**src/rtl/core/segment_intersection_core_macros.svh**
```systemverilog
// Assertion macros shared by the segment intersection RTL.
// Each macro expects signals named clk and rst_n in the enclosing module.
`ifndef SEGMENT_INTERSECTION_CORE_MACROS_SVH
`define SEGMENT_INTERSECTION_CORE_MACROS_SVH

// Same-cycle implication, disabled while reset is asserted.
`define SGI_ASSERT_IMP(lbl, ante, cons, msg) \
    lbl: assert property (@(posedge clk) disable iff (!rst_n) (ante) |-> (cons)) \
        else $error(msg);

// Next-cycle implication, disabled while reset is asserted.
`define SGI_ASSERT_NXT(lbl, ante, cons, msg) \
    lbl: assert property (@(posedge clk) disable iff (!rst_n) (ante) |=> (cons)) \
        else $error(msg);

`endif

```
**src/rtl/core/sgi_pkg.sv**
```systemverilog
package sgi_pkg;

    // Field and datapath widths.
    localparam int COORD_W   = 32;
    localparam int DIFF_W    = 33;
    localparam int PROD_W    = 66;
    localparam int WIDE_W    = 67;
    localparam int THR_W     = 63;
    localparam int PP_LO_W   = 34;
    localparam int PP_HI_W   = WIDE_W - PP_LO_W;
    localparam int NUM_W     = 100;
    localparam int DIV_STEPS = 32;

    // Parallel threshold after reset.
    localparam logic [THR_W-1:0] THR_RESET = 63'd43;

    // Result status codes.
    typedef logic [1:0] status_t;
    localparam status_t STAT_HIT      = 2'd0;
    localparam status_t STAT_PARALLEL = 2'd1;
    localparam status_t STAT_MISS     = 2'd2;

    // One request as it moves through the divider chain.
    typedef struct packed {
        logic                valid;
        status_t             status;
        logic                negx;
        logic                negy;
        logic [COORD_W-1:0]  o1x;
        logic [COORD_W-1:0]  o1y;
        logic [WIDE_W-1:0]   dm;
        logic [WIDE_W-1:0]   remx;
        logic [WIDE_W-1:0]   remy;
        logic [DIV_STEPS-1:0] shx;
        logic [DIV_STEPS-1:0] shy;
    } div_t;

endpackage

```
**src/rtl/core/sgi_div_stage.sv**
```systemverilog
module sgi_div_stage (
    input  logic          clk,
    input  logic          rst_n,
    input  logic          adv,
    input  sgi_pkg::div_t stage_in,
    output sgi_pkg::div_t stage_out
);

    sgi_pkg::div_t stage_reg;
    sgi_pkg::div_t stage_next;

    logic [sgi_pkg::WIDE_W:0] trial_x;
    logic [sgi_pkg::WIDE_W:0] trial_y;
    logic                     ge_x;
    logic                     ge_y;
    logic [sgi_pkg::WIDE_W:0] diff_x;
    logic [sgi_pkg::WIDE_W:0] diff_y;

    // One restoring step per axis: bring down the next numerator bit,
    // subtract the divisor when it fits, and shift the quotient bit in.
    always_comb
    begin
        trial_x = {stage_in.remx, stage_in.shx[sgi_pkg::DIV_STEPS-1]};
        trial_y = {stage_in.remy, stage_in.shy[sgi_pkg::DIV_STEPS-1]};
        ge_x    = trial_x >= {1'b0, stage_in.dm};
        ge_y    = trial_y >= {1'b0, stage_in.dm};
        diff_x  = trial_x - {1'b0, stage_in.dm};
        diff_y  = trial_y - {1'b0, stage_in.dm};

        stage_next      = stage_in;
        stage_next.remx = ge_x ? diff_x[sgi_pkg::WIDE_W-1:0] : trial_x[sgi_pkg::WIDE_W-1:0];
        stage_next.remy = ge_y ? diff_y[sgi_pkg::WIDE_W-1:0] : trial_y[sgi_pkg::WIDE_W-1:0];
        stage_next.shx  = {stage_in.shx[sgi_pkg::DIV_STEPS-2:0], ge_x};
        stage_next.shy  = {stage_in.shy[sgi_pkg::DIV_STEPS-2:0], ge_y};
    end

    // Stage register, frozen while the pipeline is stalled.
    always_ff @(posedge clk or negedge rst_n)
    begin
        if (!rst_n)
        begin
            stage_reg <= '0;
        end
        else if (adv)
        begin
            stage_reg <= stage_next;
        end
    end

    assign stage_out = stage_reg;

endmodule

```
**config.mk**
```make
export PLATFORM = sky130hd
export DESIGN_NAME = sgi_div_stage
export DESIGN_NICKNAME = d
export VERILOG_FILES = /design/src/rtl/core/segment_intersection_core_macros.svh /design/src/rtl/core/sgi_pkg.sv /design/src/rtl/core/sgi_div_stage.sv
export SDC_FILE = /design/constraint.sdc
export NUM_CORES = 1
export LEC_CHECK = 0
export BUFFER_PORTS_ARGS = -buffer_cell sky130_fd_sc_hd__clkbuf_2
export CELL_PAD_IN_SITES_DETAIL_PLACEMENT = 1
export CELL_PAD_IN_SITES_GLOBAL_PLACEMENT = 1
export CORE_AREA = 2 2 259 261
export CTS_BUF_LIST = sky130_fd_sc_hd__clkbuf_4
export DETAILED_ROUTE_END_ITERATION = 8
export DIE_AREA = 0 0 261 263
export PLACE_DENSITY_LB_ADDON = 0.1
export SYNTH_ARGS = -nofsm -noshare
export SYNTH_HDL_FRONTEND = slang
export SYNTH_SLANG_ARGS = --single-unit
```
**constraint.sdc**
```tcl
create_clock -name clk -period 2.63 [get_ports clk]
set_input_delay 0 -clock clk [delete_from_list [all_inputs] [get_ports clk]]
set_output_delay 0 -clock clk [all_outputs]
set_load 0.005 [all_outputs]
```
==> impl_metrics.env <==
export IMPL_ff2ff_setup_slack_ns=0.57
export IMPL_ys_ff_latch=334
export IMPL_worst_setup_path_end_kind="flip-flop"
export IMPL_clock_sinks=334
export IMPL_violations="negative hold slack, negative setup slack"
export IMPL_fmax_ghz=0.2649
export IMPL_drc=0
export IMPL_yosysUniqueCellTypes=78
export IMPL_drtIter0Drc=3154
export IMPL_syn_inst=2337
export IMPL_maxSlewHeadroom_pct=37.01
export IMPL_rsz0062_at_grt="true"
export IMPL_synth_top_area_cell="dfrtp_1"
export IMPL_rr_endpoint="stage_out[205]"
export IMPL_startpoint_type="input port"
export IMPL_gp_congestion=0.9455
export IMPL_finalPower_uw=21930
export IMPL_whs_ns=-0.5627
export IMPL_clkLatencyLatePin_ns=0.87
export IMPL_initial_core_util_pct=33.20
export IMPL_min_period_over_period_pct=143.5
export IMPL_peakVddDrop_mv=0.5158
export IMPL_setup_viol=136
export IMPL_numCtsBuffers=97
export IMPL_async_reset_ff_share_pct=100.0
export IMPL_cts_root_buf="clkbuf_4"
export IMPL_grt_overflow=0
export IMPL_vias_per_cell=5.855
export IMPL_synth_edff_count=0
export IMPL_wirelength_um=170200
export IMPL_wl_per_cell_um=32.12
export IMPL_p_per_area_nw_per_um2=539.1
export IMPL_drive_gt1_share_pct=41.07
export IMPL_p_leak_uw=0.01983
export IMPL_arrival_ns=4.53
export IMPL_critPathKind="in2reg"
export IMPL_drv_slew=0
export IMPL_fin_crit_ns=3.775
export IMPL_syn_num_nets=2810
export IMPL_grtUsageTotal_pct=38.83
export IMPL_syn2layout_area_growth_pct=86.68
export IMPL_largest_reg_flops=334
export IMPL_clock_skew_ns=0
export IMPL_core_um2=65630
export IMPL_synth_area_um2=21790
export IMPL_ys_seq_area_share_pct=38.36
export IMPL_place_ws_ns=-0.9763
export IMPL_yosysTopAreaCellShare_pct=38.36
export IMPL_design_area_um2=40680
export IMPL_cts_tree="yes"
export IMPL_synthFlopType="dfrtp_1"
export IMPL_yosys_warnings=0
export IMPL_hold_class="in2reg"
export IMPL_grt_max_degree=82
export IMPL_holdPathEnd="stage_out[80]"
export IMPL_grt_pass1_vias=31350
export IMPL_whs_path_depth=3
export IMPL_cap_viol_max_count=0
export IMPL_tightest_slew_ns=0.9386
export IMPL_min_delay_start="stage_in[79]"
export IMPL_run_status="finished, violations left"
export IMPL_r2r_cells=3
export IMPL_dieArea_um2=68640
export IMPL_ant_nets=0
export IMPL_cp_max_fo=6
export IMPL_cp_required_ns=3.38
export IMPL_placed_area_um2=30400
export IMPL_synth_avg_cell_area_um2=9.324
export IMPL_nets=4807
export IMPL_h_tree_depth=3
export IMPL_rr_startpoint="stage_out[205]"
export IMPL_grt_pass1_wl_um=201300
export IMPL_rows=94
export IMPL_antenna_found_initial=26
export IMPL_clockBufferDepth=3
export IMPL_layout_setup_ws_ns=-1.145
export IMPL_hold_viol_final=15
export IMPL_dr_pass1_iters=7
export IMPL_port_buffers=670
export IMPL_ys_top_cells_by_area="dfrtp_1, mux2_2, ha_1"
export IMPL_vias=31030
export IMPL_io_pin_count=671
export IMPL_dieWidth_um=261
export IMPL_cts_clk_slew_worst_paths_ns=0.11
export IMPL_die_h_um=263
export IMPL_dp_hpwl_um=84760
## worst max path at each step
stage | end | slack, ns | start | depth (start not counted)
finish | stage_out[71] | -1.14 | stage_in[258] | 16
global route | stage_out[71] | -1.03 | stage_in[260] | 17
CTS | stage_out[67] | 0.0003 | stage_in[124] | 14
detailed placement | stage_out[144] | -0.98 | stage_in[63] | 16
global placement | stage_out[197] | -0.93 | stage_in[63] | 17
floorplan | stage_out[156] | -0.22 | stage_in[63] | 16
## logic make-up (layout without fill, tap and decap cells)
logic type	count (synthesis)	after routing	share of synthesized area (%)
DFF	334	334	38.36
other	0	38	0
AOI/OAI and AO/OA	685	685	19.06
and+or+nand+nor	520	520	10.86
muxes	280	280	14.03
adders and majority gates	136	136	7.878
buffers and inverters	260	2320	4.904
xor gates and xnor gates	122	122	4.904
## critical path, stage by stage
cell	delay, ns
dlygate4sd3_1	0.58
clkbuf_2	0.17
inv_2	0.14
ha_2	0.38
nand4_1	0.42
buf_4	0.35
nor4_4	0.37
a311o_1	0.33
a2111oi_4	0.12
o41a_4	0.16
buf_12	0.16
buf_6	0.13
clkbuf_16	0.16
nor2_1	0.15
a21oi_1	0.11
a21oi_1	0.75
## through the flow
step | utilization (%) | hold slack [ns] | cells | TNS [ns]
after floorplan | - | -0.2956 | 2337 | -11.55
after global placement | 46.32 | 0.03000 | 4329 | -105.45
after detailed placement | 46.32 | 0.03903 | 4329 | -111.83
after CTS | 58.90 | -0.7027 | 5189 | 0
after global routing | 61.92 | -0.5490 | 5283 | -59.69
final | 61.98 | -0.5627 | 5299 | -63.86
## synth_stat cells, drive strengths merged (4+ instances only)
master,n
a31o,4
a211o,5
nand4,50
o221ai,6
o21ai,111
mux2i,76
ha,134
nor2b,16
o31ai,10
and2,7
nand2,120
a21boi,9
a221o,5
xor2,43
nor3,21
inv,120
nand2b,9
clkbuf,97
nand3,28
o21bai,35
nor2,223
nor4,9
a221oi,5
and3,7
a31oi,37
xnor2,79
or3,7
o21a,13
mux2,204
and4,5
a21oi,319
o211ai,10
dfrtp,334
buf,43
a21o,76
or2,7
a311o,4
a211oi,10
## metal layers
metal	global-route usage, %	vias to the layer above	wire length (um)
met1	45.10	14970	58600
li1	-	12430	-
met5	0	-	221
met3	8.223	1183	19110
met4	26.12	16	18930
met2	64.05	2424	73350
## where the power goes
part           internal, uW  switching, uW  total (uW)  leakage [uW]
combinational          4380           4970        9350        0.0153
sequential             5850            757        6610       0.00386
clock                  2580           3400        5970      0.000723
## placed cells by master (no fill, tap or decap), types with 37 or more instances in the layout
master / count
a21o_1: 76
a21oi_1: 292
buf_4: 605
clkbuf_2: 648
clkbuf_4: 143
dfrtp_1: 334
diode_2: 38
dlygate4sd3_1: 723
ha_1: 102
inv_1: 111
mux2_2: 203
mux2i_1: 63
nand2_1: 116
nand4_1: 50
nor2_1: 217
o21ai_0: 66
o21ai_1: 37
xnor2_1: 79
xor2_1: 43
## final cells by class
| class | instances | area, um^2 |
|---|---|---|
| Antenna cell | 38 | 95.09 |
| Clock buffer | 143 | 1074 |
| Clock inverter | 19 | 127.6 |
| Fill cell | 7522 | 24950 |
| Inverter | 120 | 478.0 |
| Multi-Input combinational cell | 1743 | 13350 |
| Sequential cell | 334 | 8358 |
| Tap cell | 864 | 1081 |
| Timing Repair Buffer | 2038 | 16120 |
## timing repair
| item | CTS | global route |
|---|---|---|
| buffers inserted | 3 | 29 |
| pin swaps | 3 | 63 |
| setup endpoints to repair | 12 | 136 |
| hold buffers | 693 | 52 |
| endpoints found under the hold margin | 668 | 61 |
| gates resized for setup | 2 | 210 |
| cloned | 2 | 13 |
(Power assumes the default switching activity.)
